<file path="config.mk">
export PLATFORM = sky130hd
export DESIGN_NAME = waveform_rise_run_check
export DESIGN_NICKNAME = d
export VERILOG_FILES = /design/src/wrrc_pkg.sv /design/src/wrrc_fifo.sv /design/src/wrrc_front.sv /design/src/wrrc_back.sv /design/src/waveform_rise_run_check.sv
export VERILOG_INCLUDE_DIRS = /design/src /design/src/src
export SDC_FILE = /design/constraint.sdc
export NUM_CORES = 1
export LEC_CHECK = 0
export ABC_CLOCK_PERIOD_IN_PS = 10700
export BUFFER_PORTS_ARGS = -buffer_cell sky130_fd_sc_hd__buf_4
export CAP_MARGIN = 20
export CORE_MARGIN = 5
export CORE_UTILIZATION = 46
export CTS_CLUSTER_SIZE = 12
export DETAILED_ROUTE_END_ITERATION = 6
export GPL_TIMING_DRIVEN = 0
export PLACE_DENSITY = 0.73
export RECOVER_POWER = 25
export SLEW_MARGIN = 10
export SYNTH_ARGS = -nofsm -noshare
export SYNTH_HDL_FRONTEND = slang
export SYNTH_HIERARCHICAL = 1
export SYNTH_SLANG_ARGS = --single-unit
</file>
<file path="constraint.sdc">
create_clock -name clk_i -period 10.7 [get_ports clk_i]
set_input_delay 0.535 -clock clk_i [delete_from_list [all_inputs] [get_ports clk_i]]
set_output_delay 0.535 -clock clk_i [all_outputs]
set_load 0.03 [all_outputs]
</file>
<file path="src/waveform_rise_run_check_macros.svh">
// Assertion macros for the waveform rise run check block.
// Used by the top level only; no other dependencies.
`ifndef WAVEFORM_RISE_RUN_CHECK_MACROS_SVH
`define WAVEFORM_RISE_RUN_CHECK_MACROS_SVH

// Concurrent assertion on an explicit clock and active-low reset.
`define WRRC_ASSERT_CLK(label, clk, rst_n, prop, msg) \
  label: assert property (@(posedge clk) disable iff (!rst_n) prop) else $error(msg);

// Concurrent assertion on the block clock and reset.
`define WRRC_ASSERT(label, prop, msg) \
  `WRRC_ASSERT_CLK(label, clk_i, rst_ni, prop, msg)

`endif

</file>
<file path="src/wrrc_pkg.sv">
// Shared types and constants of the waveform rise run check block.
// No dependencies.
`timescale 1ns / 1ps

package wrrc_pkg;

  localparam int APD_SAMPLES_DEF = 512;
  localparam int PMT_SAMPLES_DEF = 512;
  localparam int SURFACE_BINS    = 20;

  localparam int BIN_W = 9;
  localparam int VAL_W = 10;
  localparam int CFG_W = 9;
  localparam int RUN_W = 9;

  // request codes on req_type
  localparam logic [1:0] REQ_BEGIN  = 2'd0;
  localparam logic [1:0] REQ_SAMPLE = 2'd1;
  localparam logic [1:0] REQ_END    = 2'd2;

  // configuration register indexes
  localparam logic CFG_SEARCH_WIDTH   = 1'b0;
  localparam logic CFG_RISE_THRESHOLD = 1'b1;

  localparam logic [CFG_W-1:0] SEARCH_WIDTH_RST   = 9'd10;
  localparam logic [CFG_W-1:0] RISE_THRESHOLD_RST = 9'd4;

  typedef enum logic [1:0] {
    CMD_BEGIN,
    CMD_SAMPLE,
    CMD_END
  } cmd_kind_e;

  // one classified beat from front to back
  typedef struct packed {
    cmd_kind_e         kind;
    logic              flag;    // begin: bin below surface; sample: first of wave
    logic              in_win;  // sample lies inside the open window
    logic [VAL_W-1:0]  value;
  } cmd_t;

  typedef struct packed {
    logic             we;
    logic             idx;
    logic [CFG_W-1:0] data;
  } cfg_wr_t;

endpackage

</file>
<file path="src/wrrc_fifo.sv">
// Small generic queue with registered storage.
// No dependencies.
`timescale 1ns / 1ps

module wrrc_fifo #(
  parameter int WIDTH = 8,
  parameter int DEPTH = 2
) (
  input  logic             clk_i,
  input  logic             rst_ni,
  input  logic             push_i,
  input  logic [WIDTH-1:0] data_i,
  output logic             full_o,
  input  logic             pop_i,
  output logic [WIDTH-1:0] data_o,
  output logic             empty_o
);

  localparam int AW = (DEPTH > 1) ? $clog2(DEPTH) : 1;
  localparam int CW = $clog2(DEPTH + 1);

  logic [WIDTH-1:0] mem_q [DEPTH];
  logic [AW-1:0]    wr_ptr_q, wr_ptr_d, rd_ptr_q, rd_ptr_d;
  logic [CW-1:0]    cnt_q, cnt_d;
  logic             do_push, do_pop;

  assign full_o  = (cnt_q == CW'(DEPTH));
  assign empty_o = (cnt_q == '0);
  assign do_push = push_i && !full_o;
  assign do_pop  = pop_i && !empty_o;
  assign data_o  = mem_q[rd_ptr_q];

  always_comb begin
    wr_ptr_d = wr_ptr_q;
    rd_ptr_d = rd_ptr_q;
    cnt_d    = cnt_q;
    if (do_push) begin
      wr_ptr_d = (wr_ptr_q == AW'(DEPTH - 1)) ? '0 : wr_ptr_q + 1'b1;
    end
    if (do_pop) begin
      rd_ptr_d = (rd_ptr_q == AW'(DEPTH - 1)) ? '0 : rd_ptr_q + 1'b1;
    end
    if (do_push && !do_pop) begin
      cnt_d = cnt_q + 1'b1;
    end else if (do_pop && !do_push) begin
      cnt_d = cnt_q - 1'b1;
    end
  end

  always_ff @(posedge clk_i or negedge rst_ni) begin
    if (!rst_ni) begin
      wr_ptr_q <= '0;
      rd_ptr_q <= '0;
      cnt_q    <= '0;
    end else begin
      wr_ptr_q <= wr_ptr_d;
      rd_ptr_q <= rd_ptr_d;
      cnt_q    <= cnt_d;
    end
  end

  always_ff @(posedge clk_i) begin
    if (do_push) begin
      mem_q[wr_ptr_q] <= data_i;
    end
  end

endmodule

</file>
<file path="src/wrrc_front.sv">
// Front end: accepts request beats, tracks the bottom bin and classifies
// each sample against its window. Depends on wrrc_pkg.
`timescale 1ns / 1ps

module wrrc_front #(
  parameter int APD_SAMPLES = wrrc_pkg::APD_SAMPLES_DEF,
  parameter int PMT_SAMPLES = wrrc_pkg::PMT_SAMPLES_DEF
) (
  input  logic                       clk_i,
  input  logic                       rst_ni,
  input  wrrc_pkg::cfg_wr_t          cfg_i,
  input  logic                       accept_i,
  input  logic [1:0]                 req_type_i,
  input  logic [wrrc_pkg::BIN_W-1:0] bin_first_i,
  input  logic [wrrc_pkg::BIN_W-1:0] bin_second_i,
  input  logic                       use_second_i,
  input  logic                       channel_i,
  input  logic                       first_of_wave_i,
  input  logic [wrrc_pkg::BIN_W-1:0] sample_index_i,
  input  logic [wrrc_pkg::VAL_W-1:0] sample_value_i,
  output logic                       cmd_push_o,
  output wrrc_pkg::cmd_t             cmd_o
);

  import wrrc_pkg::*;

  localparam int MAXS = (APD_SAMPLES > PMT_SAMPLES) ? APD_SAMPLES : PMT_SAMPLES;
  localparam int IW   = (($clog2(MAXS) > BIN_W + 1) ? $clog2(MAXS) : BIN_W + 1) + 2;

  localparam logic signed [IW-1:0] SURF_S   = IW'(SURFACE_BINS);
  localparam logic signed [IW-1:0] APD_LAST = IW'(APD_SAMPLES - 1);
  localparam logic signed [IW-1:0] PMT_LAST = IW'(PMT_SAMPLES - 1);
  localparam logic signed [IW-1:0] APD_LIM  = IW'(APD_SAMPLES - SURFACE_BINS);

  logic [BIN_W-1:0]       bin_q, bin_d, bin_sel;
  logic [CFG_W-1:0]       width_q;
  logic signed [IW-1:0]   bin_s, wid_s, j_s, start_s, end_s, last_s;
  logic                   win_open;

  assign bin_sel = use_second_i ? bin_second_i : bin_first_i;
  assign bin_d   = (accept_i && req_type_i == REQ_BEGIN) ? bin_sel : bin_q;

  always_comb begin
    bin_s   = $signed({{(IW - BIN_W){1'b0}}, bin_q});
    wid_s   = $signed({{(IW - CFG_W){1'b0}}, width_q});
    j_s     = $signed({{(IW - BIN_W){1'b0}}, sample_index_i});
    start_s = bin_s - wid_s;
    if (start_s < SURF_S) begin
      start_s = SURF_S;
    end
    last_s = channel_i ? PMT_LAST : APD_LAST;
    end_s  = bin_s + wid_s;
    if (end_s > last_s) begin
      end_s = last_s;
    end
    win_open = channel_i || (start_s < APD_LIM);
  end

  always_comb begin
    cmd_o        = '0;
    cmd_o.value  = sample_value_i;
    cmd_push_o   = accept_i;
    case (req_type_i)
      REQ_BEGIN: begin
        cmd_o.kind = CMD_BEGIN;
        cmd_o.flag = (bin_sel < BIN_W'(SURFACE_BINS));
      end
      REQ_SAMPLE: begin
        cmd_o.kind   = CMD_SAMPLE;
        cmd_o.flag   = first_of_wave_i;
        cmd_o.in_win = win_open && (j_s >= start_s) && (j_s < end_s);
      end
      REQ_END: begin
        cmd_o.kind = CMD_END;
      end
      default: begin
        // unused code: taken and dropped
        cmd_push_o = 1'b0;
      end
    endcase
  end

  always_ff @(posedge clk_i or negedge rst_ni) begin
    if (!rst_ni) begin
      bin_q   <= '0;
      width_q <= SEARCH_WIDTH_RST;
    end else begin
      bin_q <= bin_d;
      if (cfg_i.we && cfg_i.idx == CFG_SEARCH_WIDTH) begin
        width_q <= cfg_i.data;
      end
    end
  end

endmodule

</file>
<file path="src/wrrc_back.sv">
// Back end: runs the rise counter over classified beats and produces the
// pass flag on end. Depends on wrrc_pkg.
`timescale 1ns / 1ps

module wrrc_back (
  input  logic              clk_i,
  input  logic              rst_ni,
  input  wrrc_pkg::cfg_wr_t cfg_i,
  input  logic              cmd_empty_i,
  input  wrrc_pkg::cmd_t    cmd_i,
  output logic              cmd_pop_o,
  input  logic              out_full_i,
  output logic              out_push_o,
  output logic              out_passed_o
);

  import wrrc_pkg::*;

  logic [CFG_W-1:0] thr_q;
  logic [VAL_W-1:0] prev_q, prev_d;
  logic [RUN_W-1:0] run_q, run_d, run_cmp;
  logic             failed_q, failed_d;
  logic             is_end;

  assign is_end       = (cmd_i.kind == CMD_END);
  assign cmd_pop_o    = !cmd_empty_i && !(is_end && out_full_i);
  assign out_push_o   = cmd_pop_o && is_end;
  assign out_passed_o = !failed_q;

  always_comb begin
    prev_d   = prev_q;
    run_d    = run_q;
    failed_d = failed_q;
    run_cmp  = run_q;
    if (cmd_i.value > prev_q) begin
      run_cmp = (run_q == '1) ? run_q : run_q + 1'b1;
    end else if (cmd_i.value < prev_q) begin
      run_cmp = '0;
    end
    if (cmd_pop_o) begin
      case (cmd_i.kind)
        CMD_BEGIN: begin
          run_d    = '0;
          failed_d = cmd_i.flag;
        end
        CMD_SAMPLE: begin
          prev_d = cmd_i.value;
          if (cmd_i.flag) begin
            run_d = '0;
          end else if (cmd_i.in_win) begin
            run_d = run_cmp;
            if (run_cmp >= thr_q) begin
              failed_d = 1'b1;
            end
          end
        end
        default: begin
        end
      endcase
    end
  end

  always_ff @(posedge clk_i or negedge rst_ni) begin
    if (!rst_ni) begin
      thr_q    <= RISE_THRESHOLD_RST;
      prev_q   <= '0;
      run_q    <= '0;
      failed_q <= 1'b0;
    end else begin
      prev_q   <= prev_d;
      run_q    <= run_d;
      failed_q <= failed_d;
      if (cfg_i.we && cfg_i.idx == CFG_RISE_THRESHOLD) begin
        thr_q <= cfg_i.data;
      end
    end
  end

endmodule

</file>
<file path="src/waveform_rise_run_check.sv">
// Top level of the waveform rise run check block: front, command queue,
// back end and result queue. Depends on wrrc_pkg, wrrc_fifo, wrrc_front,
// wrrc_back and the macro header.
//
//  channel   | handshake        | payload
//  ----------+------------------+------------------------------------------
//  request   | push / full      | req_type_i, bins, flags, index, value
//  result    | pop / empty      | passed_o
//  config    | cfg_we_i         | cfg_idx_i, cfg_data_i
//
// One beat a cycle while the queues have room: the front classifies a beat in the
// cycle it is taken, the back retires it once it has passed the command queue.
// A result passes the command queue and then the result queue before pop sees it.
// Reset is asynchronous, active low; no clearing pass is needed.
// A stalled result side blocks the back only on end beats; the two-entry
// queues let push continue until they fill.
`timescale 1ns / 1ps
`include "waveform_rise_run_check_macros.svh"

module waveform_rise_run_check #(
  parameter int APD_SAMPLES = wrrc_pkg::APD_SAMPLES_DEF,
  parameter int PMT_SAMPLES = wrrc_pkg::PMT_SAMPLES_DEF
) (
  input  logic                       clk_i,
  input  logic                       rst_ni,
  // configuration write port
  input  logic                       cfg_we_i,
  input  logic                       cfg_idx_i,
  input  logic [wrrc_pkg::CFG_W-1:0] cfg_data_i,
  // request queue side
  input  logic                       push,
  output logic                       full,
  input  logic [1:0]                 req_type_i,
  input  logic [wrrc_pkg::BIN_W-1:0] bin_first_i,
  input  logic [wrrc_pkg::BIN_W-1:0] bin_second_i,
  input  logic                       use_second_i,
  input  logic                       channel_i,
  input  logic                       first_of_wave_i,
  input  logic [wrrc_pkg::BIN_W-1:0] sample_index_i,
  input  logic [wrrc_pkg::VAL_W-1:0] sample_value_i,
  // result queue side
  output logic                       empty,
  input  logic                       pop,
  output logic                       passed_o
);

  import wrrc_pkg::*;

  cfg_wr_t cfg;
  cmd_t    front_cmd, back_cmd;
  logic    accept, cmd_push, cmd_full, cmd_empty, cmd_pop;
  logic    out_push, out_full, out_passed;

  assign cfg.we   = cfg_we_i;
  assign cfg.idx  = cfg_idx_i;
  assign cfg.data = cfg_data_i;

  assign full   = cmd_full;
  assign accept = push && !cmd_full;

  wrrc_front #(
    .APD_SAMPLES (APD_SAMPLES),
    .PMT_SAMPLES (PMT_SAMPLES)
  ) u_front (
    .clk_i           (clk_i),
    .rst_ni          (rst_ni),
    .cfg_i           (cfg),
    .accept_i        (accept),
    .req_type_i      (req_type_i),
    .bin_first_i     (bin_first_i),
    .bin_second_i    (bin_second_i),
    .use_second_i    (use_second_i),
    .channel_i       (channel_i),
    .first_of_wave_i (first_of_wave_i),
    .sample_index_i  (sample_index_i),
    .sample_value_i  (sample_value_i),
    .cmd_push_o      (cmd_push),
    .cmd_o           (front_cmd)
  );

  // classified beats between front and back
  wrrc_fifo #(
    .WIDTH ($bits(cmd_t)),
    .DEPTH (2)
  ) u_cmd_fifo (
    .clk_i   (clk_i),
    .rst_ni  (rst_ni),
    .push_i  (cmd_push),
    .data_i  (front_cmd),
    .full_o  (cmd_full),
    .pop_i   (cmd_pop),
    .data_o  (back_cmd),
    .empty_o (cmd_empty)
  );

  wrrc_back u_back (
    .clk_i        (clk_i),
    .rst_ni       (rst_ni),
    .cfg_i        (cfg),
    .cmd_empty_i  (cmd_empty),
    .cmd_i        (back_cmd),
    .cmd_pop_o    (cmd_pop),
    .out_full_i   (out_full),
    .out_push_o   (out_push),
    .out_passed_o (out_passed)
  );

  // finished results wait here for pop
  wrrc_fifo #(
    .WIDTH (1),
    .DEPTH (2)
  ) u_out_fifo (
    .clk_i   (clk_i),
    .rst_ni  (rst_ni),
    .push_i  (out_push),
    .data_i  (out_passed),
    .full_o  (out_full),
    .pop_i   (pop),
    .data_o  (passed_o),
    .empty_o (empty)
  );

  // a result is never pushed into a full result queue
  `WRRC_ASSERT(a_no_result_overflow, out_push |-> !out_full, "result pushed into full queue")
  // an end beat leaves the command queue only together with its result
  `WRRC_ASSERT(a_end_gives_result, (cmd_pop && back_cmd.kind == CMD_END) |-> out_push,
               "end beat retired without result")
  // the back never idles while work and room are there
  `WRRC_ASSERT(a_back_drains, (!cmd_empty && !out_full) |-> cmd_pop, "back end stalled idly")

endmodule
</file>
## Word level (Yosys, flattened, before mapping)

Memory sizes are Yosys's and may differ from the RTL's.
Index checks and enable logic that the tools add are counted.
Widths: inputs -> output; s select.

- Equality and inequality tests: 11
- Bitwise gates (word level): 1
- Add/subtract/negate cells: 11
- Magnitude comparators: 9
- Multiplexer cells: 29
- Reductions and logical operators: 39

Operators by type and width:

| operator | count |
|---|---|
| $mux 9 | 6 |
| $mux 12 | 2 |
| $pmux 9 s2 | 1 |
| $logic_and 1x1->1 | 17 |
| $mux 1 | 13 |
| $ge 10x12->1 | 1 |
| $gt 12x10->1 const B | 1 |
| $lt 10x12->1 | 1 |
| $lt 12x10->1 const B | 1 |
| $lt 12x6->1 const B | 1 |
| $add 9x9->10 | 1 |
| $gt 10x10->1 | 1 |
| $logic_not 1->1 | 10 |
| $lt 10x10->1 | 1 |
| $sub 9x9->10 | 1 |
| $add 9x1->9 const B | 1 |
| $eq 9x9->1 const B | 1 |
| $ge 9x9->1 | 1 |
| $lt 9x5->1 const B | 1 |
| $eq 2x2->1 const B | 4 |
| $logic_not 2->1 | 4 |
| $mux 2 | 4 |
| $reduce_bool 2->1 | 3 |
| $reduce_and 5->1 | 1 |
| 14 further kinds | 22 |

- RAM bits: 30
- Input bits: 57
- Memories: 2
- Output and inout port bits: 3
- Bits in registers: 55

Memory list:

| memory | depth | bits a word | rd ports | clocked after Yosys merged registers in | write ports | line | RTL |
|---|---|---|---|---|---|---|---|
| u_cmd_fifo.mem_q | 2 | 14 | 1 | 0 | 1 | wrrc_fifo.sv:22 | `logic [WIDTH-1:0] mem_q [DEPTH];` |
| u_out_fifo.mem_q | 2 | 1 | 1 | 0 | 1 | wrrc_fifo.sv:22 |  |

## Logic depth before layout (Yosys ltp)

An unclocked memory read counts as a cell.

- Depth after elaboration: 11
- Gate-level depth with buffers: 19
- Mapped depth without buffers: 18

## By module

Netlist, hierarchy kept.

By module, submodules not included:

| module | area an instance (µm²) | cells each | times used | sequential area each (µm²) |
|---|---|---|---|---|
| wrrc_front | 2,278.4 | 279 | 1 | 452.9 |
| wrrc_back | 1,898.1 | 206 | 1 | 726.9 |
| wrrc_fifo (u_cmd_fifo) | 1,260.0 | 63 | 1 | 940.9 |
| wrrc_fifo (u_out_fifo) | 267.8 | 22 | 1 | 160.2 |
| waveform_rise_run_check | 13.8 | 1 | 1 | 0.0 |

## Least setup slack after synthesis

OpenSTA, ideal clock, no wires.

- Path kind: reg2reg
- From: register u_front.width_q[1]
- To: memory u_cmd_fifo/mem_q[0][10] in the netlist's numbering, data pin
- Required time: 10.563 ns
- Arrival time: 3.992 ns
- Cell stages (with the launch flop): 16
- Buffers on the path: 1
- Path slack: 6.571 ns
- Cell sequence: dfstp_2 -> inv_1 -> fa_1 -> a21o_1 -> a221oi_4 -> xnor2_1 -> or3b_1 -> nor4b_2 -> ha_1 -> clkbuf_1 -> or2_2 -> ha_1 -> o21ai_0 -> a211o_1 -> a311oi_1 -> o31a_1

RTL lines:

| item | line | RTL |
|---|---|---|
| start, declared | wrrc_front.sv:36 | `logic [CFG_W-1:0] width_q;` |
| start signal, assigned | wrrc_front.sv:90 | `width_q <= cfg_i.data;` |
| end, declared | wrrc_fifo.sv:22 |  |

==> flow_summary.yaml <==
outcome:
  status: "complete, but fails checks"
  violations: "max-capacitance violations, max-slew violations"
logic_synthesis:
  synth_top_area_cell: "dfrtp_1"
  ys.flop_type: "dfrtp_1"
  synth_most_common_cell: "ha_1"
  ys_ff_latch: 85
  async_flop_share: 0.647
  syn-cell-area_mm2: 0.00572
  synth_edf_count: 30
  syn_avg_cell_area_um2: 10.0
  synth_top_area_frac: 0.228
  synth_nets: 688
  ys_top_cells_by_count: "ha_1 (58), dfrtp_1 (52), nor2_1 (50)"
  yosysWarnings: 6
  netlist_top_cells_area: "dfrtp_1 (23%), edfxtp_1 (16%), ha_1 (13%), a21oi_1 (3.4%), mux2_2 (3.3%)"
  synthDistinctLibCells: 67
  yosysSeqAreaShare: 0.399
  syn_inst: 571
finish:
  drive_gt1_frac: 0.195
  area_growth_pct: 15.3
  final_nets: 749
  diodes: 0
routing:
  vias_per_cell: 5.43
  routed_wl_um: 12700
  drtIter0Drc: 268
  drcViolationCount: 0
  ant_nets: 0
  dr_total_vias: 4368
  dr.pass1.iters: 5
  wire_per_inst_um: 15.8
sta:
  tightest_slew_ns: 3.01
  clock_skew_ns: 0.00785
  maxSlewViolCount: 56
  fin_crit_ns: 4.68
  hold_viol_final: 0
  setup_viol: 0
  setup_ws_ns: 6.02
  max_slew_margin: -1.01
  max_freq_ghz: 0.214
  tns_ns: 0
  rsz0062_at_grt: "no"
  fin_crit_sh: 0.437
pwr:
  seq_power_share: 0.281
  power.share.clock: 0.176
  p_int_uw: 1010
  ir_worst_vdd_v: 0.000105
  combPwrFrac: 0.543
  switching_share: 0.415
  net-switching-power_uw: 717
  cellPowerDensity_mw_per_mm2: 262
  p_leak_uw: 0.00294
critical_path:
  crit_arrival_ns: 4.86
  critPathMaxFanout: 10
  critical_path_class: "reg -> reg"
  end_kind: "register"
  critPathLaunchType: "register"
  required_ns: 10.88
grt:
  grt_use_total: 0.177
  grt_max_degree: 56
  grt_pass1_wl_um: 20700
  grt_pass1_vias: 4296
  overflow: 0
  antenna_found_initial: 0
placement:
  post-place-ws_ns: 6.04
  gp_congestion: 0.839
  port_buffers: 49
  hpwl_um: 9880
floorplanning:
  core-area_mm2: 0.0121
  die_h_um: 121
  num_io_pins: 60
  initial_core_util: 0.472
  die_w_um: 121
  num_rows: 40
  die_area_mm2: 0.0148
clock_tree:
  cts_tree: "yes"
  clk_pin_slew_ns: 0.07
  htreeDepth: 3
  cts-root-buf: "clkbuf_16"
  cts_sinks: 85
  hold_buffers: 0
  cts_made_buffers: 9
  post-cts-setup-buffers: 0
  ctsLongestPathBuffers: 2
  cts.repair.resized: 0
  clock_latency_ns: 0.34
worst_hold_path:
  hp-class: "in -> reg"
run:
  cap_viol_max_count: 1
-- routing by layer --
metal,part of all wire,track usage,wire length (µm),vias to the layer above
met5,0,0,0,-
li1,-,-,-,2150
met3,0.035,0.0350,447,15
met2,0.49,0.300,6250,89
met4,0.016,0.0497,207,0
met1,0.46,0.229,5820,2114
-- logic make-up (layout without fill, tap and decap cells) --
kind of cell,after synthesis,after routing,synth area share
AND/OR/NAND/NOR,161,161,0.143
multiplexers,36,36,0.0746
buffers and inverters,73,139,0.0626
XOR/XNOR,23,23,0.0352
flip-flops,85,85,0.399
adder cells (fa/ha/maj),60,60,0.134
AO/OA/AOI/OAI,133,133,0.152
-- critical path: stages (launching register included) --
cell	delay, ns
dfstp_2	0.57
inv_1	0.10
ha_1	0.31
nor2b_1	0.17
o2111ai_1	0.38
a211oi_1	0.17
nor3b_2	0.25
or3b_1	0.39
nor4b_2	0.25
ha_1	0.26
clkbuf_1	0.20
or2_2	0.34
ha_1	0.27
o21ai_0	0.08
a211o_1	0.29
a311oi_1	0.26
o31a_1	0.23
-- layout by cell type, fill, tap and decap left out, types with 4 or more instances in the layout --
cell,Yosys,routed
o21a_1,4,4
clkbuf_16,0,9
o21ai_0,31,31
a21oi_1,39,39
buf_4,11,48
edfxtp_1,30,30
nand2b_1,14,14
and3_1,5,5
nand4_1,4,4
clkbuf_4,0,9
nor2_1,50,50
xor2_1,7,7
clkbuf_1,10,12
a31oi_1,12,12
nand2_1,42,42
buf_6,3,4
mux2i_1,10,10
a211oi_1,4,4
inv_1,44,44
nand3_1,8,8
mux2_4,9,9
ha_1,58,58
xnor2_1,16,16
nor3_1,9,9
nor2b_1,6,6
mux2_2,17,17
dfrtp_1,52,52
a21o_1,9,9
-- worst paths after layout --
path | endpoint | start | cells past startpoint | slack, ns
min in group asynchronous | u_back/prev_q[2]$_DFFE_PN0P_ | rst_ni | 1 | 1.17
setup / recovery | u_cmd_fifo/mem_q[0][10]$_DFFE_PP_ | u_front/width_q[1]$_DFFE_PN1P_ | 16 | 6.02
hold / removal | u_cmd_fifo/mem_q[0][3]$_DFFE_PP_ | sample_value_i[3] | 1 | 0.40
hold reg to reg | u_out_fifo/rd_ptr_q$_DFFE_PN0P_ | u_out_fifo/rd_ptr_q$_DFFE_PN0P_ | 1 | 0.48
setup reg to reg | u_cmd_fifo/mem_q[0][10]$_DFFE_PP_ | u_front/width_q[1]$_DFFE_PN1P_ | 16 | 6.02
max in group asynchronous | u_front/bin_q[4]$_DFFE_PN0P_ | rst_ni | 1 | 7.82
-- state kept, by name (all words and copies together), names as in the netlist --
| register | cells |
|---|---|
| u_back/failed_q | 1 |
| u_front/bin_q | 9 |
| u_back/thr_q | 9 |
| u_cmd_fifo/wr_ptr_q | 1 |
| u_cmd_fifo/rd_ptr_q | 1 |
| u_back/run_q | 9 |
| u_out_fifo/wr_ptr_q | 1 |
| u_cmd_fifo/cnt_q | 2 |
| u_out_fifo/rd_ptr_q | 1 |
| u_back/prev_q | 10 |
| u_cmd_fifo/mem_q | 28 |
| u_out_fifo/mem_q | 2 |
| u_out_fifo/cnt_q | 2 |
| u_front/width_q | 9 |
-- power by group through the flow --
stage | sequential, µW | clock [µW] | combinational [µW]
2_1_floorplan | 475 | 0 | 721
3_3_place_gp | 484 | 0 | 894
3_5_place_dp | 488 | 0 | 930
4_1_cts | 484 | 310 | 940
5_1_grt | 494 | 324 | 1050
6_report | 484 | 304 | 939
-- cell type report --
class                   count  area (µm²)
clock inverters             7        70.1
plain buffers              29         189
multi-input cells         413        3080
well taps                 168         210
repair buffers             50         372
flip-flops and latches     85        2280
clock buffers               9         225
inverters                  44         165
fillers                  1121        5520
-- per-stage QoR --
stage | util | hold WS [ns] | total power (µW) | cell area (µm²) | std cells
2_1_floorplan | - | 0.239 | 1200 | 5720 | 571
3_3_place_gp | 0.520 | 0.474 | 1380 | 6300 | 788
3_5_place_dp | 0.521 | 0.475 | 1420 | 6310 | 789
4_1_cts | 0.545 | 0.276 | 1730 | 6600 | 805
5_1_grt | 0.544 | 0.386 | 1860 | 6590 | 805
6_report | 0.544 | 0.402 | 1730 | 6590 | 805
Power figures use the tool's default switching activity.
